File: src/rtl/look_at_view_matrix_macros.svh
// ----------------------------------------------------------------------------
// Look-at view matrix: assertion macros
// Concurrent check wrappers; empty when built for synthesis.
// ----------------------------------------------------------------------------
`ifndef LOOK_AT_VIEW_MATRIX_MACROS_SVH
`define LOOK_AT_VIEW_MATRIX_MACROS_SVH
`ifndef SYNTHESIS
// property must hold at every clock outside reset
`define LAV_ASSERT(lbl, clk, rst_n, prop, msg) \
    lbl: assert property (@(posedge clk) disable iff (!rst_n) prop) else $error(msg);
// condition must never be seen outside reset
`define LAV_NEVER(lbl, clk, rst_n, cond, msg) \
    lbl: assert property (@(posedge clk) disable iff (!rst_n) !(cond)) else $error(msg);
`else
`define LAV_ASSERT(lbl, clk, rst_n, prop, msg)
`define LAV_NEVER(lbl, clk, rst_n, cond, msg)
`endif
`endif

File: src/rtl/lav_pkg.sv
// ----------------------------------------------------------------------------
// Look-at view matrix: shared package
// Widths, word types and small arithmetic helpers used across the block.
// ----------------------------------------------------------------------------
package lav_pkg;

    localparam int IN_W    = 32;             // Q16.16 input / output element
    localparam int D_W     = IN_W + 1;       // exact target - eye
    localparam int NV_W    = 50;             // widest vector fed to normalize
    localparam int MAG_W   = NV_W - 1;       // its magnitude
    localparam int AX_W    = 20;             // unit axis element, Q4.16
    localparam int MUL_W   = 33;             // shared multiplier operand
    localparam int ACC_W   = 56;             // product / sum accumulator
    localparam int Q_DEPTH = 2;
    localparam int Q_AW    = $clog2(Q_DEPTH);
    localparam int ROW_W   = 2;

    localparam logic [ROW_W-1:0]       LAST_ROW = 2'd3;
    localparam logic signed [IN_W-1:0] FIX_ONE  = 32'sh0001_0000;

    typedef logic signed [NV_W-1:0] t_nvec;
    typedef logic signed [AX_W-1:0] t_axis;

    // one accepted word, front to back
    typedef struct packed {
        logic signed [D_W-1:0]  d_x;
        logic signed [D_W-1:0]  d_y;
        logic signed [D_W-1:0]  d_z;
        logic signed [IN_W-1:0] eye_x;
        logic signed [IN_W-1:0] eye_y;
        logic signed [IN_W-1:0] eye_z;
        logic signed [IN_W-1:0] up_x;
        logic signed [IN_W-1:0] up_y;
        logic signed [IN_W-1:0] up_z;
    } t_item;

    // normalize unit status
    typedef struct packed {
        logic done;
        logic zero;
    } t_norm_rsp;

    // finished matrix handed to the row emitter
    typedef struct packed {
        logic signed [AX_W-1:0] x0;
        logic signed [AX_W-1:0] x1;
        logic signed [AX_W-1:0] x2;
        logic signed [AX_W-1:0] y0;
        logic signed [AX_W-1:0] y1;
        logic signed [AX_W-1:0] y2;
        logic signed [AX_W-1:0] z0;
        logic signed [AX_W-1:0] z1;
        logic signed [AX_W-1:0] z2;
        logic signed [IN_W-1:0] w0;
        logic signed [IN_W-1:0] w1;
        logic signed [IN_W-1:0] w2;
        logic                   degen;
    } t_matrix;

    // cross product operand order: a1b2 a2b1 a2b0 a0b2 a0b1 a1b0
    function automatic logic [1:0] xp_ia(input logic [2:0] s);
        logic [1:0] r;
        unique case (s)
            3'd0:    r = 2'd1;
            3'd1:    r = 2'd2;
            3'd2:    r = 2'd2;
            3'd3:    r = 2'd0;
            3'd4:    r = 2'd0;
            3'd5:    r = 2'd1;
            default: r = 2'd0;
        endcase
        return r;
    endfunction

    function automatic logic [1:0] xp_ib(input logic [2:0] s);
        logic [1:0] r;
        unique case (s)
            3'd0:    r = 2'd2;
            3'd1:    r = 2'd1;
            3'd2:    r = 2'd0;
            3'd3:    r = 2'd2;
            3'd4:    r = 2'd1;
            3'd5:    r = 2'd0;
            default: r = 2'd0;
        endcase
        return r;
    endfunction

    // pick one of three operands, zero for an unused index
    function automatic logic signed [MUL_W-1:0] pick3(
        input logic [1:0] i,
        input logic signed [MUL_W-1:0] a0,
        input logic signed [MUL_W-1:0] a1,
        input logic signed [MUL_W-1:0] a2
    );
        logic signed [MUL_W-1:0] r;
        case (i)
            2'd0:    r = a0;
            2'd1:    r = a1;
            2'd2:    r = a2;
            default: r = '0;
        endcase
        return r;
    endfunction

    // Q32.32 to Q16.16, halves away from zero
    function automatic logic signed [ACC_W-1:0] rnd_q16(input logic signed [ACC_W-1:0] v);
        logic [ACC_W-1:0] mag;
        logic [ACC_W-1:0] r;
        mag = v[ACC_W-1] ? ACC_W'(-v) : ACC_W'(v);
        r   = (mag + ACC_W'(32768)) >> 16;
        return v[ACC_W-1] ? -$signed(r) : $signed(r);
    endfunction

    // clamp to the signed 32-bit range
    function automatic logic signed [IN_W-1:0] sat32(input logic signed [ACC_W-1:0] v);
        logic signed [ACC_W-1:0] hi;
        logic signed [ACC_W-1:0] lo;
        logic signed [IN_W-1:0]  r;
        hi = {{(ACC_W-IN_W+1){1'b0}}, {(IN_W-1){1'b1}}};
        lo = {{(ACC_W-IN_W+1){1'b1}}, {(IN_W-1){1'b0}}};
        if (v > hi) begin
            r = hi[IN_W-1:0];
        end else if (v < lo) begin
            r = lo[IN_W-1:0];
        end else begin
            r = v[IN_W-1:0];
        end
        return r;
    endfunction

endpackage

File: src/rtl/lav_emit.sv
// ----------------------------------------------------------------------------
// Look-at view matrix: row emitter
// Holds one finished matrix and strobes out its four rows on consecutive cycles.
// ----------------------------------------------------------------------------
`include "look_at_view_matrix_macros.svh"

module lav_emit import lav_pkg::*; (
    input  logic                   i_clk,
    input  logic                   i_rst_n,
    input  logic                   i_load,
    input  t_matrix                i_mat,
    output logic                   o_ready,
    output logic                   o_strobe,
    output logic [ROW_W-1:0]       o_row_index,
    output logic signed [IN_W-1:0] o_elem_0,
    output logic signed [IN_W-1:0] o_elem_1,
    output logic signed [IN_W-1:0] o_elem_2,
    output logic signed [IN_W-1:0] o_elem_3,
    output logic                   o_degenerate,
    output logic                   o_last_row
);

    logic             r_busy;
    logic [ROW_W-1:0] r_row;
    t_matrix          r_mat;

    // row counter
    always_ff @(posedge i_clk) begin
        if (!i_rst_n) begin
            r_busy <= 1'b0;
            r_row  <= '0;
        end else if (i_load) begin
            r_busy <= 1'b1;
            r_row  <= '0;
        end else if (r_busy) begin
            if (r_row == LAST_ROW) begin
                r_busy <= 1'b0;
            end
            r_row <= r_row + 1'b1;
        end
    end

    always_ff @(posedge i_clk) begin
        if (i_load) begin
            r_mat <= i_mat;
        end
    end

    // row select
    always_comb begin
        case (r_row)
            2'd0: begin
                o_elem_0 = IN_W'(r_mat.x0);
                o_elem_1 = IN_W'(r_mat.y0);
                o_elem_2 = IN_W'(r_mat.z0);
                o_elem_3 = '0;
            end
            2'd1: begin
                o_elem_0 = IN_W'(r_mat.x1);
                o_elem_1 = IN_W'(r_mat.y1);
                o_elem_2 = IN_W'(r_mat.z1);
                o_elem_3 = '0;
            end
            2'd2: begin
                o_elem_0 = IN_W'(r_mat.x2);
                o_elem_1 = IN_W'(r_mat.y2);
                o_elem_2 = IN_W'(r_mat.z2);
                o_elem_3 = '0;
            end
            default: begin
                o_elem_0 = r_mat.w0;
                o_elem_1 = r_mat.w1;
                o_elem_2 = r_mat.w2;
                o_elem_3 = FIX_ONE;
            end
        endcase
    end

    assign o_ready      = !r_busy;
    assign o_strobe     = r_busy;
    assign o_row_index  = r_row;
    assign o_degenerate = r_mat.degen;
    assign o_last_row   = (r_row == LAST_ROW);

    `LAV_NEVER(a_emit_overrun, i_clk, i_rst_n, i_load && r_busy, "matrix loaded while rows still going out")
    `LAV_ASSERT(a_emit_start, i_clk, i_rst_n, i_load |=> (o_strobe && r_row == '0), "load not followed by first row")
    `LAV_ASSERT(a_emit_burst, i_clk, i_rst_n, (r_busy && r_row != LAST_ROW) |=> (r_busy && r_row == $past(r_row) + 2'd1), "row burst broken")

endmodule

File: config.mk
export PLATFORM = sky130hd
export DESIGN_NAME = lav_emit
export DESIGN_NICKNAME = d
export VERILOG_FILES = /design/src/rtl/lav_pkg.sv /design/src/rtl/lav_emit.sv
export VERILOG_INCLUDE_DIRS = /design/src /design/src/rtl
export SDC_FILE = /design/constraint.sdc
export NUM_CORES = 1
export LEC_CHECK = 0
export ABC_AREA = 1
export BUFFER_PORTS_ARGS = -buffer_cell sky130_fd_sc_hd__buf_2
export CAP_MARGIN = 20
export CORE_AREA = 2 2 163 165
export CTS_BUF_LIST = sky130_fd_sc_hd__clkbuf_4
export CTS_CLUSTER_SIZE = 16
export DETAILED_ROUTE_END_ITERATION = 10
export DIE_AREA = 0 0 165 167
export PLACE_DENSITY = 0.8
export SKIP_LAST_GASP = 1
export SYNTH_ARGS = -nofsm -noshare
export SYNTH_HDL_FRONTEND = slang
export SYNTH_SLANG_ARGS = --single-unit
File: constraint.sdc
create_clock -name i_clk -period 5.2 [get_ports i_clk]
set_clock_uncertainty 0.15 [all_clocks]
set_input_delay 1.04 -clock i_clk [delete_from_list [all_inputs] [get_ports i_clk]]
set_output_delay 1.04 -clock i_clk [all_outputs]
set_load 0.02 [all_outputs]
==> impl_results.md <==
* Status: completed
* Crit path kind: register to primary output
* Routed WL at 27,800 um
* Synth unique cells at 15
* Clock buffer count from CTS at 72
* Vias/cell at 4.70
* Synth Cell Area at 11,000 um^2
* Yosys warnings at 0
* # IOs at 414
* Clk sinks at 280
* First-pass GRT wire length at 40,400 um
* HP Start: o_strobe
* Peak VDD IR at 239 uV
* Synthesized area per cell at 12.7 um^2
* Die area at 27,600 um^2
* Height of the die at 167 um
* Period minus WS final at 4.09 ns
* Final Slew Violations at 0
* Max Cap Viol at 0
* Tcrit/Tclk final at 78.7%
* # setup viols final at 0
* Fmax at 0.244 GHz
* H-tree depth at 3
* Initial antenna violation count at 2
* Nets at 1,570
* Area growth syn-to-layout at 25.7%
* Worst hold path type: register to register
* Layout cell share with drive strength beyond 1 at 37.8%
* Seq cells post-synth at 280
* GRT Residual Overflow at 0
* Leakage at 6.11 nW
* CTS tree: built
* Largest net degree at the start of global routing at 121
* Post-DP HPWL at 19,100 um
* Initial Util at 42.7%
* Sequential cell area fraction in the yosys report at 76.2%
* Insertion delay to the later sink of the worst-skew pair at 0.68 ns
* Hold-fix buffers at CTS at 0
* PortBufs at 382
* DIE WIDTH at 165 um
* Global placement routability congestion at 0.812
* Drt drc at 0
* Setup TNS at 0 ns
* Tot Pwr at 5.02 mW
* Clk pin slew, worst setup/hold paths at 0.07 ns
* PwrDens at 363 nW/um^2
* Root Buffer: clkbuf_4
* Post-CTS sizing at 0
* DR iter-0 viols at 460
* Std-Cell Core Area at 25,800 um^2
* Hold Vio Cnt, Final at 0
* Worst Setup SP: o_row_index[0]
* First drt pass iteration count at 5
* Wire per inst at 16.7 um
* CP max FO at 31
* CP arrival at 2.90 ns
* Post-CTS setup buffers at 0
* Required @ worst endpoint at 4.01 ns
* Max-slew headroom at 35.9%
* RR Startpoint: o_row_index[0]
* Post-route ant nets at 0
* Total GRT Usage at 19.5%
* Vias in the first global route at 8,010
* Row count at 59
* Post-Syn Instances at 864
* Worst Tran Pin Value at 0.962 ns
* CP Capture Type: primary output
* RSZ-0062 raised after global routing: no
* Vias post-DR at 7,811
* Critical path startpoint category: register
* CTS Buffer Depth at 3
## cells in the mapped netlist
master	number	area share (%)
buf_8	2	0.27
inv_1	4	0.14
dfxtp_1	3	0.55
buf_4	41	2.8
a21boi_1	1	0.068
buf_6	16	1.6
ha_1	4	0.46
edfxtp_1	277	76
a21oi_1	2	0.091
nand2_1	438	15
buf_2	10	0.46
inv_4	1	0.057
nand3_1	60	2.7
conb_1	1	0.034
clkbuf_1	4	0.14
## path summary, 6_finish.rpt
path | endpoint | slack [ns] | depth (start not counted)
max | o_elem_0[14] | 1.11 | 8
min reg2reg | o_strobe | 0.38 | 2
min | o_strobe | 0.38 | 2
max reg2reg | o_strobe | 3.64 | 4
## cell type report
cell class	count	area [um^2]
diodes	3	7.51
clock buffers	99	743
clock inverters	13	93.8
fillers	2154	11900
inverters	5	21.3
multi-input cells	536	2150
flip-flops and latches	280	8380
well taps	335	419
repair buffers	391	2010
## per-layer routing
metal	track usage, %	up-vias	part of all wire [%]
li1	-	3732	-
met1	19.4	3571	34
met2	34.9	441	52
met3	7.87	67	11
met4	9.30	0	3.3
met5	0	-	0
## metrics by stage
step / area (um^2) / instances / hold slack [ns] / util (%) / setup slack (ns)
floorplan: 11100 / 894 / 0.418 / - / 2.50
global placement: 13000 / 1547 / 0.344 / 50.4 / 1.79
detailed placement: 13000 / 1547 / 0.362 / 50.4 / 1.73
CTS: 13800 / 1659 / 0.317 / 53.6 / 0.968
global route: 13800 / 1662 / 0.298 / 53.7 / 0.773
finish: 13800 / 1662 / 0.378 / 53.7 / 1.11
## report_power, final
group	internal [mW]	total [mW]	switching, mW
combinational	0.186	0.523	0.338
clock	0.922	1.76	0.841
sequential	2.68	2.73	0.0505
total	3.79	5.02	1.23
## critical path, stage by stage, from the launching register on
cell and delay (ns):
dfxtp_1 0.38, inv_1 0.13, ha_2 0.70, buf_4 0.49, nand2_1 0.11, nand3_1 0.10, nand2_1 0.05, nand2_1 0.09
buf_2 0.16
## logic make-up (layout without fill, tap and decap cells)
family	count (synthesis)	count (layout)	synth area share, %
AOI/OAI and AO/OA	3	3	0.159
adders and majority gates	4	4	0.455
buffers and inverters	78	508	5.49
DFF	280	280	76.2
other	1	34	0.0341
and+or+nand+nor	498	498	17.7
## registers in the layout, summed over array words and instances, names as in the netlist
register and cells:
o_degenerate 1, o_strobe 1, o_row_index 2, r_mat 276
## cell usage in the layout, fill, tap and decap left out, types with 3 or more instances in the layout
cell type and count:
clkinv_1 7, inv_1 4, ha_2 3, buf_2 381
nand2_1 438, dfxtp_1 3, conb_1 31, clkinv_4 3
diode_2 3, nand3_1 60, clkbuf_4 99, edfxtp_1 277
buf_4 7
No activity file was read; power rests on OpenSTA's default activity.
