## src/rtl/look_at_view_matrix_macros.svh

```systemverilog
// ----------------------------------------------------------------------------
// Look-at view matrix: assertion macros
// Concurrent check wrappers; empty when built for synthesis.
// ----------------------------------------------------------------------------
`ifndef LOOK_AT_VIEW_MATRIX_MACROS_SVH
`define LOOK_AT_VIEW_MATRIX_MACROS_SVH
`ifndef SYNTHESIS
// property must hold at every clock outside reset
`define LAV_ASSERT(lbl, clk, rst_n, prop, msg) \
    lbl: assert property (@(posedge clk) disable iff (!rst_n) prop) else $error(msg);
// condition must never be seen outside reset
`define LAV_NEVER(lbl, clk, rst_n, cond, msg) \
    lbl: assert property (@(posedge clk) disable iff (!rst_n) !(cond)) else $error(msg);
`else
`define LAV_ASSERT(lbl, clk, rst_n, prop, msg)
`define LAV_NEVER(lbl, clk, rst_n, cond, msg)
`endif
`endif

```

## src/rtl/lav_pkg.sv

```systemverilog
// ----------------------------------------------------------------------------
// Look-at view matrix: shared package
// Widths, word types and small arithmetic helpers used across the block.
// ----------------------------------------------------------------------------
package lav_pkg;

    localparam int IN_W    = 32;             // Q16.16 input / output element
    localparam int D_W     = IN_W + 1;       // exact target - eye
    localparam int NV_W    = 50;             // widest vector fed to normalize
    localparam int MAG_W   = NV_W - 1;       // its magnitude
    localparam int AX_W    = 20;             // unit axis element, Q4.16
    localparam int MUL_W   = 33;             // shared multiplier operand
    localparam int ACC_W   = 56;             // product / sum accumulator
    localparam int Q_DEPTH = 2;
    localparam int Q_AW    = $clog2(Q_DEPTH);
    localparam int ROW_W   = 2;

    localparam logic [ROW_W-1:0]       LAST_ROW = 2'd3;
    localparam logic signed [IN_W-1:0] FIX_ONE  = 32'sh0001_0000;

    typedef logic signed [NV_W-1:0] t_nvec;
    typedef logic signed [AX_W-1:0] t_axis;

    // one accepted word, front to back
    typedef struct packed {
        logic signed [D_W-1:0]  d_x;
        logic signed [D_W-1:0]  d_y;
        logic signed [D_W-1:0]  d_z;
        logic signed [IN_W-1:0] eye_x;
        logic signed [IN_W-1:0] eye_y;
        logic signed [IN_W-1:0] eye_z;
        logic signed [IN_W-1:0] up_x;
        logic signed [IN_W-1:0] up_y;
        logic signed [IN_W-1:0] up_z;
    } t_item;

    // normalize unit status
    typedef struct packed {
        logic done;
        logic zero;
    } t_norm_rsp;

    // finished matrix handed to the row emitter
    typedef struct packed {
        logic signed [AX_W-1:0] x0;
        logic signed [AX_W-1:0] x1;
        logic signed [AX_W-1:0] x2;
        logic signed [AX_W-1:0] y0;
        logic signed [AX_W-1:0] y1;
        logic signed [AX_W-1:0] y2;
        logic signed [AX_W-1:0] z0;
        logic signed [AX_W-1:0] z1;
        logic signed [AX_W-1:0] z2;
        logic signed [IN_W-1:0] w0;
        logic signed [IN_W-1:0] w1;
        logic signed [IN_W-1:0] w2;
        logic                   degen;
    } t_matrix;

    // cross product operand order: a1b2 a2b1 a2b0 a0b2 a0b1 a1b0
    function automatic logic [1:0] xp_ia(input logic [2:0] s);
        logic [1:0] r;
        unique case (s)
            3'd0:    r = 2'd1;
            3'd1:    r = 2'd2;
            3'd2:    r = 2'd2;
            3'd3:    r = 2'd0;
            3'd4:    r = 2'd0;
            3'd5:    r = 2'd1;
            default: r = 2'd0;
        endcase
        return r;
    endfunction

    function automatic logic [1:0] xp_ib(input logic [2:0] s);
        logic [1:0] r;
        unique case (s)
            3'd0:    r = 2'd2;
            3'd1:    r = 2'd1;
            3'd2:    r = 2'd0;
            3'd3:    r = 2'd2;
            3'd4:    r = 2'd1;
            3'd5:    r = 2'd0;
            default: r = 2'd0;
        endcase
        return r;
    endfunction

    // pick one of three operands, zero for an unused index
    function automatic logic signed [MUL_W-1:0] pick3(
        input logic [1:0] i,
        input logic signed [MUL_W-1:0] a0,
        input logic signed [MUL_W-1:0] a1,
        input logic signed [MUL_W-1:0] a2
    );
        logic signed [MUL_W-1:0] r;
        case (i)
            2'd0:    r = a0;
            2'd1:    r = a1;
            2'd2:    r = a2;
            default: r = '0;
        endcase
        return r;
    endfunction

    // Q32.32 to Q16.16, halves away from zero
    function automatic logic signed [ACC_W-1:0] rnd_q16(input logic signed [ACC_W-1:0] v);
        logic [ACC_W-1:0] mag;
        logic [ACC_W-1:0] r;
        mag = v[ACC_W-1] ? ACC_W'(-v) : ACC_W'(v);
        r   = (mag + ACC_W'(32768)) >> 16;
        return v[ACC_W-1] ? -$signed(r) : $signed(r);
    endfunction

    // clamp to the signed 32-bit range
    function automatic logic signed [IN_W-1:0] sat32(input logic signed [ACC_W-1:0] v);
        logic signed [ACC_W-1:0] hi;
        logic signed [ACC_W-1:0] lo;
        logic signed [IN_W-1:0]  r;
        hi = {{(ACC_W-IN_W+1){1'b0}}, {(IN_W-1){1'b1}}};
        lo = {{(ACC_W-IN_W+1){1'b1}}, {(IN_W-1){1'b0}}};
        if (v > hi) begin
            r = hi[IN_W-1:0];
        end else if (v < lo) begin
            r = lo[IN_W-1:0];
        end else begin
            r = v[IN_W-1:0];
        end
        return r;
    endfunction

endpackage

```

## src/rtl/lav_norm.sv

```systemverilog
// ----------------------------------------------------------------------------
// Look-at view matrix: vector normalize unit
// Scales a 3-vector to unit length in Q4.16: range shift, sum of squares,
// bit-serial square root, bit-serial divide per component.
// ----------------------------------------------------------------------------
module lav_norm import lav_pkg::*; (
    input  logic      i_clk,
    input  logic      i_rst_n,
    input  logic      i_start,
    input  t_nvec     i_vec [3],
    output t_norm_rsp o_rsp,
    output t_axis     o_vec [3]
);

    localparam logic [2:0] N_IDLE = 3'd0;
    localparam logic [2:0] N_SHR  = 3'd1;
    localparam logic [2:0] N_SHL  = 3'd2;
    localparam logic [2:0] N_SQ   = 3'd3;
    localparam logic [2:0] N_SQRT = 3'd4;
    localparam logic [2:0] N_DVL  = 3'd5;
    localparam logic [2:0] N_DVS  = 3'd6;
    localparam logic [2:0] N_DONE = 3'd7;

    logic [2:0]       r_state;
    logic [MAG_W-1:0] r_mag [3];
    logic             r_neg [3];
    logic [MAG_W-1:0] r_mx;
    logic [4:0]       r_cnt;
    logic [1:0]       r_idx;
    logic [61:0]      r_prod;
    logic [63:0]      r_sum;
    logic [63:0]      r_num;
    logic [63:0]      r_res;
    logic [63:0]      r_bit;
    logic [47:0]      r_dvd;
    logic [31:0]      r_rem;
    logic [16:0]      r_q;
    t_axis            r_out [3];
    logic             r_zero;

    logic [MAG_W-1:0] in_mag [3];
    logic [MAG_W-1:0] in_mx;
    logic [NV_W-1:0]  abs_v [3];
    logic [30:0]      sel_m;
    logic [63:0]      trial;
    logic [31:0]      len;
    logic [47:0]      dvd;
    logic [32:0]      rem2;
    logic             ge;
    logic [16:0]      qn;
    logic [16:0]      dvd_lo;

    // magnitudes and largest one of the incoming vector
    always_comb begin
        for (int i = 0; i < 3; i++) begin
            abs_v[i]  = i_vec[i][NV_W-1] ? NV_W'(-i_vec[i]) : NV_W'(i_vec[i]);
            in_mag[i] = abs_v[i][MAG_W-1:0];
        end
        in_mx = in_mag[0];
        if (in_mag[1] > in_mx) begin
            in_mx = in_mag[1];
        end
        if (in_mag[2] > in_mx) begin
            in_mx = in_mag[2];
        end
    end

    // component chosen for squaring or dividing
    always_comb begin
        case ((r_state == N_SQ) ? r_cnt[1:0] : r_idx)
            2'd0:    sel_m = r_mag[0][30:0];
            2'd1:    sel_m = r_mag[1][30:0];
            2'd2:    sel_m = r_mag[2][30:0];
            default: sel_m = '0;
        endcase
    end

    // root step, divider step
    always_comb begin
        trial  = r_res + r_bit;
        len    = r_res[31:0];
        dvd    = {1'b0, sel_m, 16'b0} + 48'(len[31:1]);
        dvd_lo = r_dvd[16:0];
        rem2   = {r_rem, dvd_lo[r_cnt]};
        ge     = (rem2 >= {1'b0, len});
        qn     = {r_q[15:0], ge};
    end

    always_ff @(posedge i_clk) begin
        if (!i_rst_n) begin
            r_state <= N_IDLE;
        end else begin
            unique case (r_state)
                N_IDLE: begin
                    if (i_start) begin
                        for (int i = 0; i < 3; i++) begin
                            r_mag[i] <= in_mag[i];
                            r_neg[i] <= i_vec[i][NV_W-1];
                        end
                        r_mx <= in_mx;
                        if (in_mx == '0) begin
                            for (int i = 0; i < 3; i++) begin
                                r_out[i] <= '0;
                            end
                            r_zero  <= 1'b1;
                            r_state <= N_DONE;
                        end else begin
                            r_zero  <= 1'b0;
                            r_state <= N_SHR;
                        end
                    end
                end
                // bring largest magnitude below 2^31
                N_SHR: begin
                    if (r_mx[MAG_W-1:31] != '0) begin
                        for (int i = 0; i < 3; i++) begin
                            r_mag[i] <= r_mag[i] >> 1;
                        end
                        r_mx <= r_mx >> 1;
                    end else begin
                        r_state <= N_SHL;
                    end
                end
                // then up to at least 2^30
                N_SHL: begin
                    if (!r_mx[30]) begin
                        for (int i = 0; i < 3; i++) begin
                            r_mag[i] <= r_mag[i] << 1;
                        end
                        r_mx <= r_mx << 1;
                    end else begin
                        r_cnt   <= '0;
                        r_sum   <= '0;
                        r_state <= N_SQ;
                    end
                end
                // sum of squares, one product per cycle
                N_SQ: begin
                    if (r_cnt != 5'd3) begin
                        r_prod <= 62'(sel_m * sel_m);
                        r_cnt  <= r_cnt + 5'd1;
                    end
                    if (r_cnt != 5'd0 && r_cnt != 5'd3) begin
                        r_sum <= r_sum + 64'(r_prod);
                    end
                    if (r_cnt == 5'd3) begin
                        r_num   <= r_sum + 64'(r_prod);
                        r_res   <= '0;
                        r_bit   <= 64'h4000_0000_0000_0000;
                        r_state <= N_SQRT;
                    end
                end
                // integer square root, one result bit per cycle
                N_SQRT: begin
                    if (r_num >= trial) begin
                        r_num <= r_num - trial;
                        r_res <= (r_res >> 1) + r_bit;
                    end else begin
                        r_res <= r_res >> 1;
                    end
                    r_bit <= r_bit >> 2;
                    if (r_bit[0]) begin
                        r_idx   <= '0;
                        r_state <= N_DVL;
                    end
                end
                // rounded dividend for one component
                N_DVL: begin
                    r_dvd   <= dvd;
                    r_rem   <= {1'b0, dvd[47:17]};
                    r_q     <= '0;
                    r_cnt   <= 5'd16;
                    r_state <= N_DVS;
                end
                // restoring divide, 17 quotient bits
                N_DVS: begin
                    r_rem <= ge ? 32'(rem2 - {1'b0, len}) : rem2[31:0];
                    r_q   <= qn;
                    if (r_cnt == 5'd0) begin
                        r_out[r_idx] <= r_neg[r_idx] ? -AX_W'(qn) : AX_W'(qn);
                        if (r_idx == 2'd2) begin
                            r_state <= N_DONE;
                        end else begin
                            r_idx   <= r_idx + 2'd1;
                            r_state <= N_DVL;
                        end
                    end else begin
                        r_cnt <= r_cnt - 5'd1;
                    end
                end
                N_DONE: begin
                    r_state <= N_IDLE;
                end
                default: begin
                    r_state <= N_IDLE;
                end
            endcase
        end
    end

    assign o_rsp.done = (r_state == N_DONE);
    assign o_rsp.zero = r_zero;
    assign o_vec      = r_out;

endmodule

```

## config.mk

```make
export PLATFORM = sky130hd
export DESIGN_NAME = lav_norm
export DESIGN_NICKNAME = d
export VERILOG_FILES = /design/src/rtl/look_at_view_matrix_macros.svh /design/src/rtl/lav_pkg.sv /design/src/rtl/lav_norm.sv
export SDC_FILE = /design/constraint.sdc
export NUM_CORES = 2
export LEC_CHECK = 0
export ABC_AREA = 1
export BUFFER_PORTS_ARGS = -buffer_cell sky130_fd_sc_hd__buf_2
export CAP_MARGIN = 20
export CORE_UTILIZATION = 50
export CTS_CLUSTER_DIAMETER = 200
export DETAILED_ROUTE_END_ITERATION = 10
export PLACE_DENSITY = 0.66
export SLEW_MARGIN = 20
export SYNTH_ARGS = -nofsm -noshare
export SYNTH_HDL_FRONTEND = slang
export SYNTH_SLANG_ARGS = --single-unit
```

## constraint.sdc

```tcl
create_clock -name i_clk -period 14.46 [get_ports i_clk]
set_input_delay 2.169 -clock i_clk [delete_from_list [all_inputs] [get_ports i_clk]]
set_output_delay 2.169 -clock i_clk [all_outputs]
set_load 0.02 [all_outputs]
```

==> results.ini <==
[status]
run_status = finished clean

[global_route]
grt_max_degree = 145
grt_pass1_wl_mm = 394.6
grt.overflow.total = 0
grt.total_usage = 0.3274
grt_pass1_vias = 67250
antenna_found_initial = 10

[worst_setup_path]
rrSetupSlack_ns = 2.89
critPathMaxFanout = 46
critical_path_class = flip-flop to flip-flop
path_delay_family = adder cells
r2r-start = r_state[0]
r2r-end = r_prod[44]
cp.arrival_ns = 12.02
critPathSlowestCell = nor2_2
cpPeakStageDelay_ns = 0.75
crit_buf_inv = 5
crit_end = r_prod[44]
reg2regPathDepth = 31
cp-end-kind = flip-flop
cp_common_cell = fa_1
crit_cells = 31
crit_start = r_state[0]
worst_ep_required_time_ns = 14.91
critPathLaunchType = flip-flop

[sta]
slew_viol_final = 0
min_period_ns = 11.57
tightest_slew_ns = 1.114
relSlewSlack = 0.2570
period_share = 0.7999
finalSetupViolCount = 0
finClkSkew_ns = 0.05278
grt_setup_unrepaired = no
hold_viol = 0
fmax_ghz = 0.08645
finalSetupTns_ns = 0

[cts]
clock_latency_ns = 0.73
clock_sinks = 622
ctsRootBufferMaster = clkbuf_16
numCtsBuffers = 78
postCtsSetupRepairBufs = 0
cts_tree = done
path_clk_slew_ns = 0.06
cts.htree.levels = 3
clk_path_buf_depth = 3
post_cts_resized = 0
cts_hold_buf = 0

[synthesis]
ys_types = 70
syn_inst = 9843
yosysWarnings = 0
synth_ff_type = edfxtp_1
ys_ff_latch = 622
synth_top_family_by_area = adder cells
synth_fp_nets = 11350
synthMuxAreaShare = 0.0001292
synth-seq-area-share = 0.2405
synth-compound-area-share = 0.1313
synth-edff-count = 617
synthArstFlopShare = 0
netlist_area_um2 = 77470
synth-simple-area-share = 0.1734
synth_xor_area_frac = 0.04748
synth_adder_area_share = 0.2926
avgSynthCellArea_um2 = 7.870

[placement]
dp_cells = 11880
gp_congestion = 1.085
placed_cell_area_um2 = 80840
dpl.hpwl_mm = 207.2
portBuffers = 214

[finish]
post-route-util = 0.5423
drive_above_1_share = 0.05343
post-route-cell-area_um2 = 83450
multi_input_area_um2 = 50290
nNetsFinal = 11430
seq_area_um2 = 18630
fin_cells = 12020
fillers = 14710
syn2layout_area_growth_pct = 7.719

[floorplanning]
dieArea_um2 = 156500
rows = 144
coreArea_um2 = 153900
io_pins = 215
die_h_um = 395.6
initial_core_util = 0.5035
fp.dieW_um = 395.6

[drt]
route.met2.wl_mm = 117.8
highest_layer = met5
vias_per_cell = 5.638
wl_per_cell_um = 21.40
routed_wl_mm = 257.3
wl_met3_mm = 21.83
wl_met1_mm = 106.6
drt-initial-drc-count = 6765
dr.pass1.iters = 6
drc_errors = 0
ant_nets = 0
vias = 67780

[worst_hold_path]
holdCritPathClass = flip-flop to flip-flop

[run]
max_cap_viol_count = 0

cell type report:
type / count / share of cell area
Antenna cell: 3 / 0.00008996
Clock buffer: 91 / 0.02397
Tap cell: 2044 / 0.03065
Inverter: 2052 / 0.09236
Multi-Input combinational cell: 6872 / 0.6026
Clock inverter: 47 / 0.007077
Timing Repair Buffer: 292 / 0.02000
Sequential cell: 622 / 0.2232
cells in the final DEF, fill, tap and decap left out, types with 17 or more instances in the layout:
cell type | Yosys | final
inv_1 | 2036 | 2030
xnor2_1 | 166 | 166
buf_4 | 3 | 76
o21bai_1 | 26 | 26
o21a_1 | 32 | 32
and2_1 | 18 | 18
buf_2 | 5 | 214
a22oi_1 | 48 | 48
fa_1 | 759 | 759
o31ai_1 | 17 | 17
nand3_1 | 218 | 217
a21oi_1 | 588 | 585
o211ai_1 | 47 | 47
clkinv_1 | 3 | 24
a221oi_1 | 26 | 26
edfxtp_1 | 617 | 617
o22ai_1 | 46 | 46
o21ai_1 | 48 | 49
a31oi_1 | 79 | 79
nand3b_1 | 19 | 19
clkbuf_16 | 0 | 78
nor2_1 | 962 | 950
o21ai_0 | 728 | 727
nand2_1 | 1754 | 1753
ha_1 | 597 | 597
a21o_1 | 18 | 18
nand4_1 | 65 | 65
or2_2 | 48 | 46
xor2_1 | 254 | 254
nor3_1 | 103 | 103
nor4_1 | 49 | 49
worst min path at each step:
| stage | from | end | slack [ns] | cells past startpoint |
|---|---|---|---|---|
| final | r_mag[0][36] | r_mag[0][37] | 0.54 | 2 |
| after detailed placement | r_state[0] | r_state[0] | 0.52 | 1 |
| after CTS | r_mag[0][36] | r_mag[0][37] | 0.54 | 2 |
| after floorplan | r_state[0] | r_state[0] | 0.48 | 1 |
| after global routing | r_mag[0][43] | r_mag[0][44] | 0.57 | 2 |
| after global placement | r_state[0] | r_state[0] | 0.50 | 1 |
Yosys cell counts, types with 8 or more instances:
library cell	number	area, um^2
inv_1	2036	7642
nand2_1	1754	6584
nor2_1	962	3611
fa_1	759	15190
o21ai_0	728	3643
edfxtp_1	617	18530
ha_1	597	7470
a21oi_1	588	2943
xor2_1	254	2225
clkbuf_1	249	934.7
nand3_1	218	1091
xnor2_1	166	1454
nor3_1	103	515.5
a31oi_1	79	494.2
nand4_1	65	406.6
nor4_1	49	306.5
a22oi_1	48	360.4
o21ai_1	48	240.2
or2_2	48	300.3
o211ai_1	47	352.8
o22ai_1	46	287.8
buf_1	33	123.9
o21a_1	32	240.2
a221oi_1	26	227.7
o21bai_1	26	195.2
o221ai_1	25	219.0
nand3b_1	19	142.6
a21o_1	18	135.1
and2_1	18	112.6
a211oi_1	17	127.6
o31ai_1	17	127.6
a21boi_0	16	120.1
inv_2	13	48.80
a21boi_1	11	82.58
and3_1	8	50.05
nor2_2	8	50.05
o21ai_2	8	70.07
worst reg2reg max path: cells and delay by family, from the launching register on:
kind | cells | cell delay (ns)
compound gates | 9 | 2.16
xor+xnor | 1 | 0.41
simple gates | 7 | 2.12
fa+ha+maj | 9 | 4.48
buf+inv | 5 | 1.73
flops | 1 | 0.44
kinds of logic (layout without fill, tap and decap cells):
| group | count (synthesis) | after routing |
|---|---|---|
| flops | 622 | 622 |
| mux | 1 | 1 |
| fa+ha+maj | 1356 | 1356 |
| buf+inv | 2349 | 2482 |
| compound gates | 1812 | 1812 |
| simple gates | 3283 | 3283 |
| other cells | 0 | 3 |
| xor+xnor | 420 | 420 |
routing by layer:
layer  GRT usage  up-vias
li1            -    31710
met1      0.4447    32660
met2      0.5249     2902
met3     0.05047      496
met4      0.1281       12
met5           0        -
per-stage QoR:
stage               hold slack [ns]  setup slack (ns)
finish                       0.5440             2.893
detailed placement           0.5167             3.150
global route                 0.5688             2.332
global placement             0.4992             3.343
CTS                          0.5411             3.156
floorplan                    0.4790             3.032
sequential cells by signal (all words and copies together), names as in the netlist, 5 cells and up, named ones only:
name,cells
r_sum,64
o_vec,60
r_dvd,17
r_prod,61
r_mag,147
r_mx,49
r_num,64
r_q,16
r_bit,32
r_cnt,5
r_rem,32
r_res,64
Power is not shown: default switching activity piles up to over one toggle a cycle in this logic, so the estimate is an artifact.
