### src/rtl/look_at_view_matrix_macros.svh
// ----------------------------------------------------------------------------
// Look-at view matrix: assertion macros
// Concurrent check wrappers; empty when built for synthesis.
// ----------------------------------------------------------------------------
`ifndef LOOK_AT_VIEW_MATRIX_MACROS_SVH
`define LOOK_AT_VIEW_MATRIX_MACROS_SVH
`ifndef SYNTHESIS
// property must hold at every clock outside reset
`define LAV_ASSERT(lbl, clk, rst_n, prop, msg) \
    lbl: assert property (@(posedge clk) disable iff (!rst_n) prop) else $error(msg);
// condition must never be seen outside reset
`define LAV_NEVER(lbl, clk, rst_n, cond, msg) \
    lbl: assert property (@(posedge clk) disable iff (!rst_n) !(cond)) else $error(msg);
`else
`define LAV_ASSERT(lbl, clk, rst_n, prop, msg)
`define LAV_NEVER(lbl, clk, rst_n, cond, msg)
`endif
`endif

### src/rtl/lav_pkg.sv
// ----------------------------------------------------------------------------
// Look-at view matrix: shared package
// Widths, word types and small arithmetic helpers used across the block.
// ----------------------------------------------------------------------------
package lav_pkg;

    localparam int IN_W    = 32;             // Q16.16 input / output element
    localparam int D_W     = IN_W + 1;       // exact target - eye
    localparam int NV_W    = 50;             // widest vector fed to normalize
    localparam int MAG_W   = NV_W - 1;       // its magnitude
    localparam int AX_W    = 20;             // unit axis element, Q4.16
    localparam int MUL_W   = 33;             // shared multiplier operand
    localparam int ACC_W   = 56;             // product / sum accumulator
    localparam int Q_DEPTH = 2;
    localparam int Q_AW    = $clog2(Q_DEPTH);
    localparam int ROW_W   = 2;

    localparam logic [ROW_W-1:0]       LAST_ROW = 2'd3;
    localparam logic signed [IN_W-1:0] FIX_ONE  = 32'sh0001_0000;

    typedef logic signed [NV_W-1:0] t_nvec;
    typedef logic signed [AX_W-1:0] t_axis;

    // one accepted word, front to back
    typedef struct packed {
        logic signed [D_W-1:0]  d_x;
        logic signed [D_W-1:0]  d_y;
        logic signed [D_W-1:0]  d_z;
        logic signed [IN_W-1:0] eye_x;
        logic signed [IN_W-1:0] eye_y;
        logic signed [IN_W-1:0] eye_z;
        logic signed [IN_W-1:0] up_x;
        logic signed [IN_W-1:0] up_y;
        logic signed [IN_W-1:0] up_z;
    } t_item;

    // normalize unit status
    typedef struct packed {
        logic done;
        logic zero;
    } t_norm_rsp;

    // finished matrix handed to the row emitter
    typedef struct packed {
        logic signed [AX_W-1:0] x0;
        logic signed [AX_W-1:0] x1;
        logic signed [AX_W-1:0] x2;
        logic signed [AX_W-1:0] y0;
        logic signed [AX_W-1:0] y1;
        logic signed [AX_W-1:0] y2;
        logic signed [AX_W-1:0] z0;
        logic signed [AX_W-1:0] z1;
        logic signed [AX_W-1:0] z2;
        logic signed [IN_W-1:0] w0;
        logic signed [IN_W-1:0] w1;
        logic signed [IN_W-1:0] w2;
        logic                   degen;
    } t_matrix;

    // cross product operand order: a1b2 a2b1 a2b0 a0b2 a0b1 a1b0
    function automatic logic [1:0] xp_ia(input logic [2:0] s);
        logic [1:0] r;
        unique case (s)
            3'd0:    r = 2'd1;
            3'd1:    r = 2'd2;
            3'd2:    r = 2'd2;
            3'd3:    r = 2'd0;
            3'd4:    r = 2'd0;
            3'd5:    r = 2'd1;
            default: r = 2'd0;
        endcase
        return r;
    endfunction

    function automatic logic [1:0] xp_ib(input logic [2:0] s);
        logic [1:0] r;
        unique case (s)
            3'd0:    r = 2'd2;
            3'd1:    r = 2'd1;
            3'd2:    r = 2'd0;
            3'd3:    r = 2'd2;
            3'd4:    r = 2'd1;
            3'd5:    r = 2'd0;
            default: r = 2'd0;
        endcase
        return r;
    endfunction

    // pick one of three operands, zero for an unused index
    function automatic logic signed [MUL_W-1:0] pick3(
        input logic [1:0] i,
        input logic signed [MUL_W-1:0] a0,
        input logic signed [MUL_W-1:0] a1,
        input logic signed [MUL_W-1:0] a2
    );
        logic signed [MUL_W-1:0] r;
        case (i)
            2'd0:    r = a0;
            2'd1:    r = a1;
            2'd2:    r = a2;
            default: r = '0;
        endcase
        return r;
    endfunction

    // Q32.32 to Q16.16, halves away from zero
    function automatic logic signed [ACC_W-1:0] rnd_q16(input logic signed [ACC_W-1:0] v);
        logic [ACC_W-1:0] mag;
        logic [ACC_W-1:0] r;
        mag = v[ACC_W-1] ? ACC_W'(-v) : ACC_W'(v);
        r   = (mag + ACC_W'(32768)) >> 16;
        return v[ACC_W-1] ? -$signed(r) : $signed(r);
    endfunction

    // clamp to the signed 32-bit range
    function automatic logic signed [IN_W-1:0] sat32(input logic signed [ACC_W-1:0] v);
        logic signed [ACC_W-1:0] hi;
        logic signed [ACC_W-1:0] lo;
        logic signed [IN_W-1:0]  r;
        hi = {{(ACC_W-IN_W+1){1'b0}}, {(IN_W-1){1'b1}}};
        lo = {{(ACC_W-IN_W+1){1'b1}}, {(IN_W-1){1'b0}}};
        if (v > hi) begin
            r = hi[IN_W-1:0];
        end else if (v < lo) begin
            r = lo[IN_W-1:0];
        end else begin
            r = v[IN_W-1:0];
        end
        return r;
    endfunction

endpackage

### src/rtl/lav_queue.sv
// ----------------------------------------------------------------------------
// Look-at view matrix: command queue
// Short FIFO between the accepting front and the compute back end.
// ----------------------------------------------------------------------------
`include "look_at_view_matrix_macros.svh"

module lav_queue import lav_pkg::*; (
    input  logic  i_clk,
    input  logic  i_rst_n,
    input  logic  i_push,
    input  t_item i_data,
    input  logic  i_pop,
    output t_item o_data,
    output logic  o_empty,
    output logic  o_full
);

    t_item           r_mem [Q_DEPTH];
    logic [Q_AW-1:0] r_wp;
    logic [Q_AW-1:0] r_rp;
    logic [Q_AW:0]   r_cnt;

    // pointers and fill level
    always_ff @(posedge i_clk) begin
        if (!i_rst_n) begin
            r_wp  <= '0;
            r_rp  <= '0;
            r_cnt <= '0;
        end else begin
            if (i_push) begin
                r_wp <= r_wp + 1'b1;
            end
            if (i_pop) begin
                r_rp <= r_rp + 1'b1;
            end
            if (i_push && !i_pop) begin
                r_cnt <= r_cnt + 1'b1;
            end else if (i_pop && !i_push) begin
                r_cnt <= r_cnt - 1'b1;
            end
        end
    end

    // storage
    always_ff @(posedge i_clk) begin
        if (i_push) begin
            r_mem[r_wp] <= i_data;
        end
    end

    assign o_data  = r_mem[r_rp];
    assign o_empty = (r_cnt == '0);
    assign o_full  = (r_cnt == (Q_AW+1)'(Q_DEPTH));

    `LAV_NEVER(a_q_overflow, i_clk, i_rst_n, i_push && o_full, "queue push while full")
    `LAV_NEVER(a_q_underflow, i_clk, i_rst_n, i_pop && o_empty, "queue pop while empty")

endmodule

### config.mk
export PLATFORM = sky130hd
export DESIGN_NAME = lav_queue
export DESIGN_NICKNAME = d
export VERILOG_FILES = /design/src/rtl/lav_pkg.sv /design/src/rtl/lav_queue.sv
export VERILOG_INCLUDE_DIRS = /design/src /design/src/rtl
export SDC_FILE = /design/constraint.sdc
export NUM_CORES = 1
export LEC_CHECK = 0
export BUFFER_PORTS_ARGS = -buffer_cell sky130_fd_sc_hd__buf_2
export CAP_MARGIN = 20
export CORE_AREA = 2 2 230 232
export DETAILED_ROUTE_END_ITERATION = 8
export DIE_AREA = 0 0 232 234
export GPL_ROUTABILITY_DRIVEN = 0
export PLACE_DENSITY = 0.73
export SYNTH_ARGS = -nofsm -noshare
export SYNTH_HDL_FRONTEND = slang
export SYNTH_SLANG_ARGS = --single-unit
### constraint.sdc
create_clock -name i_clk -period 28.4 [get_ports i_clk]
set_input_delay 5.68 -clock i_clk [delete_from_list [all_inputs] [get_ports i_clk]]
set_output_delay 5.68 -clock i_clk [all_outputs]
set_load 0.005 [all_outputs]
==> results of run 1 <==
stage by stage:
step                setup WS [ps]  hold WS [ps]  total power, mW  cells  cell area (um2)
floorplan                    9120           466             1.14    927            21400
global placement            19380           473             1.20   2179            24900
detailed placement          19310           508             1.21   2179            24900
CTS                         19590           512             1.92   2278            26600
global route                19480           535             1.97   2279            26600
finish                      19660           516             1.90   2285            26600
kinds of logic after synthesis:
logic type	count (synthesis)	share of synthesized area (%)
flops	587	82.1
compound gates	3	0.0935
xor+xnor	3	0.123
mux	291	15.3
simple gates	9	0.251
fa+ha+maj	1	0.0584
buf+inv	33	2.04
registers in the layout, summed over array words and instances (netlist names), named ones only:
| register | flops |
|---|---|
| r_rp | 1 |
| r_mem | 582 |
| r_cnt | 2 |
| r_wp | 1 |
cells in the final DEF, fill, tap and decap left out:
cell type	instances
and2_1	3
buf_4	8
buf_12	1
edfxtp_1	582
inv_1	1
and2_4	1
xnor2_1	1
nor2b_4	1
o21a_1	1
clkinvlp_4	1
mux2_2	291
nor2b_1	2
dfxtp_4	1
a21boi_1	1
o21ai_0	1
bufinv_16	5
clkbuf_1	8
ha_1	1
or3_1	1
inv_6	2
dfxtp_1	4
clkinv_2	15
nor2_1	1
xor2_1	2
diode_2	7
clkbuf_16	57
buf_2	587
clkinv_1	11
report_power, final:
part / switching (mW) / leakage, nW / internal (mW)
registers: 0.0131 / 5.50 / 1.00
logic: 0.0863 / 3.51 / 0.0872
clock network: 0.303 / 0.868 / 0.410
total: 0.403 / 9.88 / 1.50
routing by layer:
layer / routed length (um) / up-vias
met3: 4730 / 81
met1: 16800 / 5393
met5: 90 / -
li1: - / 4970
met2: 23000 / 476
met4: 1030 / 14
cell type report:
class	instances	area share, %
clock buffers	65	5.47
well taps	688	3.23
multi-input cells	307	12.8
flip-flops and latches	587	66.0
clock inverters	34	1.09
inverters	1	0.0141
repair buffers	596	11.3
diodes	7	0.0658
worst max path at each step:
stage | start | endpoint | slack (ps)
floorplan | i_push | r_wp$_SDFFE_PN0P_ | 9120
global placement | i_push | r_mem[1][145]$_DFFE_PP_ | 19380
detailed placement | i_push | r_mem[1][145]$_DFFE_PP_ | 19310
CTS | flop | o_data[129] | 19590
global route | flop | o_data[126] | 19480
finish | flop | o_data[167] | 19660
critical path: stages (launching register included):
cell     delay, ps
dfxtp_4        920
buf_4          870
mux2_2         440
buf_2          140
==> results by group, run 1 <==
Global routing
  • Antenna violations before repair: 12
  • Layer carrying the most global-route usage: met2
  • Grt total ovfl: 0
  • First-pass GRT wire length: 64,900 um
  • GR Util met1: 17.4%
  • Met2 usage: 27.4%
  • Pin count of the biggest net entering global routing: 156
  • Vias in the first global route: 11,200
  • GRT Overall Usage: 15.8%
  • Routing usage on met3: 6.83%

CTS
  • H-tree levels: 2
  • Hold-fix buffers, CTS: 0
  • Num CTS Buffers: 56
  • Root buffer cell: clkbuf_16
  • CTS resizes: 0
  • Buffer count from post-CTS setup fixing: 0
  • Clock transition at the registers of the reported paths: 60 ps
  • CTS tree: done
  • Worst skew pair latency: 580 ps
  • Clock sink count: 587
  • Maximum clock path buffer count: 3

Cells and area
  • Filler cells: 4,170
  • Footprint of the multi-input gates: 3400 um2
  • Storage element area: 17,600 um2
  • Syn-to-layout area delta: 24.4%
  • Util after Layout: 51.2%
  • Layout cells sized above 1: 61.0%
  • Nets: 1,845

Setup path
  • Critical Path Fanout Max: 76
  • Critical path class: reg -> out
  • R2R Setup Slk: 24,720 ps
  • Crit end category: primary output
  • Reg2Reg Launch Point: r_wp$_SDFFE_PN0P_
  • Arr. time, crit path: 3060 ps
  • Req. time, crit path: 22,720 ps
  • Register-to-Register Path Depth: 3
  • End of the worst register-to-register path: r_mem[1][147]$_DFFE_PP_
  • CP startpoint kind: flop

Logic synthesis
  • Most numerous cell in the Yosys netlist: edfxtp_1
  • Synth Area per Inst: 23.1 um2
  • Register area share after synthesis: 82.1%
  • Synthesis Warnings: 0
  • Top cells by area, synth: edfxtp_1 82%, mux2_2 15%, clkbuf_8 1.9%
  • Mapped Cells: 927
  • Top FF cell, synth: edfxtp_1
  • Synth top cells by count: 582 x edfxtp_1, 291 x mux2_2, 29 x clkbuf_8, 5 x dfxtp_1, 4 x and2_1
  • Number of enable flip-flop cells after synthesis: 582
  • Post-Syn Area: 21,400 um2
  • Post-synthesis sequential element count: 587
  • Largest area contributor in the netlist: edfxtp_1
  • Syn nets: 1,223
  • Top-area cell type share of the netlist area: 81.7%
  • Ys async rst share: 0%
  • Unique cell type count in the Yosys netlist: 16

STA
  • Setup violators final: 0
  • Relative slew margins: 26.5%
  • Final Hold Fails: 0
  • Tcrit/Tclk final: 30.8%
  • Max Freq: 114 MHz
  • Tightest Pin Transition: 1100 ps
  • Final setup TNS: 0 ps
  • Clk_skew: 15.2 ps
  • Fin crit period: 8740 ps
  • Slew Viols, Final: 0
  • Unrepaired setup endpoints after global routing: no

Place
  • IO Port Bufs: 587
  • Hpwl dp: 31,000 um

Floorplanning
  • # rows: 84
  • Die Y: 234 um
  • Die X: 232 um
  • Top Ports: 588
  • Initial Utilization: 41.1%
  • Die area: 54,300 um2
  • Core area: 52,000 um2

Job
  • Max cap viols: 0

Status
  • Outcome: complete, no violations

Power
  • LEAKAGE: 9.88 nW
  • VDD IR-drop max: 0.0649 mV
  • P per Cell Area: 71.5 nW/um2

Drt
  • Number of remaining DRC errors: 0
  • DRT iter0 DRCs: 614
  • DRT antenna net count: 0
  • Vias after detailed routing: 10,900
  • Vias per inst: 4.79
  • WL per Instance: 20.0 um
  • Final WL: 45,700 um
  • Drt first pass iters: 4

Worst hold path
  • Hold depth: 2
  • Worst hold start: r_cnt[1]$_SDFFE_PN0P_
  • Worst hold endpoint: r_cnt[1]$_SDFFE_PN0P_
  • Hold WC Path Type: reg -> reg
Note: power is estimated with default switching activity, not from simulation.
==> run 2, diff against run 1 <==
--- a/config.mk
+++ b/config.mk
@@ -12,7 +12,7 @@
 export DETAILED_ROUTE_END_ITERATION = 8
 export DIE_AREA = 0 0 232 234
 export GPL_ROUTABILITY_DRIVEN = 0
-export PLACE_DENSITY = 0.73
+export PLACE_DENSITY = 0.76
 export SYNTH_ARGS = -nofsm -noshare
 export SYNTH_HDL_FRONTEND = slang
 export SYNTH_SLANG_ARGS = --single-unit
==> constraint.sdc (replaced) <==
create_clock -name i_clk -period 7.3 [get_ports i_clk]
set_input_delay 1.46 -clock i_clk [delete_from_list [all_inputs] [get_ports i_clk]]
set_output_delay 1.46 -clock i_clk [all_outputs]
set_load 0.005 [all_outputs]
==> run 2 against run 1 <==
Against the previous run: register-to-register slack worse by 20000 ps; setup slack worse by 17000 ps; combinational power rose to 3.9 times the previous value; clock power grew to 4.0 times the previous value; clock-buffer cell count is 5 higher; sequential power increased to 3.9 times the previous value; total power increased to 3.9 times the previous value; first-iteration DRC count decreased by 7.7%; sequential share of layout area is 0.29 points lower; clock skew shrank 3.8 ps; critical path depth stayed put; wire length fell by 0.67%; critical path type unchanged; largest power group unchanged; highest routed layer unchanged.
==> results by group, run 2 (synthesis results as in run 1) <==
STA
  • Slew Viols, Final: 0 (unchanged)
  • Final setup TNS: 0 ps (unchanged)
  • Final setup margin: 2900 ps (-16,750 ps)
  • Setup violators final: 0 (unchanged)
  • Final Hold Fails: 0 (unchanged)
  • Tightest Pin Transition: 1070 ps (-30.6 ps)
  • Max Freq: 227 MHz
  • Clk_skew: 11.3 ps (-3.81 ps)
  • Tcrit/Tclk final: 60.3%
  • Relative slew margins: 28.6% (+2.0 points)
  • Fin crit period: 4400 ps
  • Unrepaired setup endpoints after global routing: no

Setup path
  • Number of buffers and inverters on the critical path: 2 (unchanged)
  • Crit path max-delay cell type: dfxtp_4
  • Critical path class: reg -> out
  • CP startpoint kind: flop
  • Req. time, crit path: 5840 ps (-16,880 ps)
  • Top Family by Delay on Critical Path: buffers and inverters
  • Critical Path, Cell by Cell: buf_4 > mux2_2 > buf_2
  • Crit end category: primary output
  • Critical path's largest stage delay: 870 ps (-50 ps)
  • Reg2Reg Launch Point: r_wp$_SDFFE_PN0P_
  • Arr. time, crit path: 2940 ps (-120 ps)
  • Critical Path Fanout Max: 65 (-14%)

Global routing
  • Pin count of the biggest net entering global routing: 159 (+1.9%)
  • First-pass GRT wire length: 64,600 um (-0.34%)
  • GRT Overall Usage: 15.8% (about the same)
  • Antenna violations before repair: 15 (+3)
  • Vias in the first global route: 11,400 (+1.3%)
  • Grt total ovfl: 0 (unchanged)

CTS
  • CTS tree: done
  • H-tree levels: 2 (unchanged)
  • Maximum clock path buffer count: 3 (unchanged)
  • Buffer count from post-CTS setup fixing: 0 (unchanged)
  • Num CTS Buffers: 57 (+1.8%)
  • Hold-fix buffers, CTS: 0 (unchanged)
  • Root buffer cell: clkbuf_16
  • CTS resizes: 0 (unchanged)
  • Clock transition at the registers of the reported paths: 60 ps (about the same)
  • Clock sink count: 587 (unchanged)
  • Worst skew pair latency: 590 ps (about the same)

Power
  • P per Cell Area: 280 nW/um2 (+290%)
  • VDD IR-drop max: 0.239 mV (+270%)
  • Total power: 7.48 mW (+290%)
  • LEAKAGE: 9.92 nW (+0.43%)

Cells and area
  • Util after Layout: 51.4% (+0.23 points)
  • Top register by number of flip-flops: r_mem
  • Most frequent cells in the layout: 587 x buf_2, 582 x edfxtp_1, 291 x mux2_2
  • Syn-to-layout area delta: 25.0%
  • Nets: 1,845 (unchanged)
  • Filler cells: 4,167 (-0.072%)
  • Max reg flops: 582 (unchanged)
  • Commonest non-fill, non-tap cell in the layout: buf_2
  • Biggest regs: r_mem x582, r_cnt x2
  • Layout cells sized above 1: 61.0% (about the same)

Floorplanning
  • Die Y: 234 um (unchanged)
  • Initial Utilization: 41.1% (unchanged)
  • Top Ports: 588 (unchanged)
  • # rows: 84 (unchanged)
  • Core area: 52,000 um2 (unchanged)
  • Die area: 54,300 um2 (unchanged)
  • Die X: 232 um (unchanged)

Worst hold path
  • Worst hold start: r_cnt[1]$_SDFFE_PN0P_
  • Hold WC Path Type: reg -> reg

Drt
  • Drt first pass iters: 6 (+2)
  • Vias per inst: 4.76 (-0.56%)
  • DRT antenna net count: 0 (unchanged)
  • Number of remaining DRC errors: 0 (unchanged)
  • Vias after detailed routing: 10,900 (-0.43%)
  • DRT iter0 DRCs: 567 (-7.7%)
  • WL per Instance: 19.8 um (-0.80%)
  • Final WL: 45,400 um (-0.67%)

Job
  • Max cap viols: 0 (unchanged)

Place
  • IO Port Bufs: 587 (unchanged)
  • Pre-CTS setup slack: 3480 ps (-15,830 ps)
  • Hpwl dp: 31,000 um (+0.14%)

Status
  • Outcome: complete, no violations
## run 2: cell count changes in the layout (fill, tap and decap cells not counted), moves of 2 or more
cell / delta
clkbuf_1: +3
buf_4: -4
clkinv_2: -3
clkinv_4: +2
clkinv_1: -2
clkbuf_16: +2
buf_12: +3
## run 2: metal layers
layer	global-route usage (%)	part of all wire [%]	up-vias
li1	-	-	4976
met1	16.8	35	5294
met2	27.3	51	500
met3	7.09	11	105
met4	6.25	3.3	12
met5	0	0.18	-
## run 2: worst paths after layout
kind / slack [ps] / depth (start not counted) / end
max reg2reg: 4970 / 2 / r_mem[1][27]$_DFFE_PP_
min reg2reg: 510 / 2 / r_cnt[1]$_SDFFE_PN0P_
min: 510 / 2 / r_cnt[1]$_SDFFE_PN0P_
max: 2900 / 3 / o_data[164]
## run 2: per-stage QoR
stage | hold WS (ps) | area (um2) | std cells
2_1_floorplan | 466 | 21400 | 927
5_1_grt | 567 | 26700 | 2283
6_report | 509 | 26700 | 2288
3_3_place_gp | 482 | 24900 | 2178
3_5_place_dp | 512 | 24900 | 2178
4_1_cts | 519 | 26700 | 2280
## run 2: worst min-delay path: stages (launching register included)
cell and delay, ps:
dfxtp_1 320, o21ai_0 80, a21boi_1 60
## run 2: area by class of cell
type | instances | area [um2] | share of cell area [%]
repair buffers | 595 | 3050 | 11.4
inverters | 1 | 3.75 | 0.0140
multi-input cells | 307 | 3400 | 12.7
diodes | 8 | 20.0 | 0.0748
well taps | 688 | 861 | 3.22
clock buffers | 70 | 1520 | 5.67
flip-flops and latches | 587 | 17600 | 65.7
clock inverters | 32 | 317 | 1.18
## run 2: where the power goes
group / total [mW] / switching [mW] / internal (mW) / leakage, nW
registers: 3.95 / 0.0508 / 3.90 / 5.50
logic: 0.679 / 0.338 / 0.341 / 3.51
clock network: 2.85 / 1.17 / 1.68 / 0.903
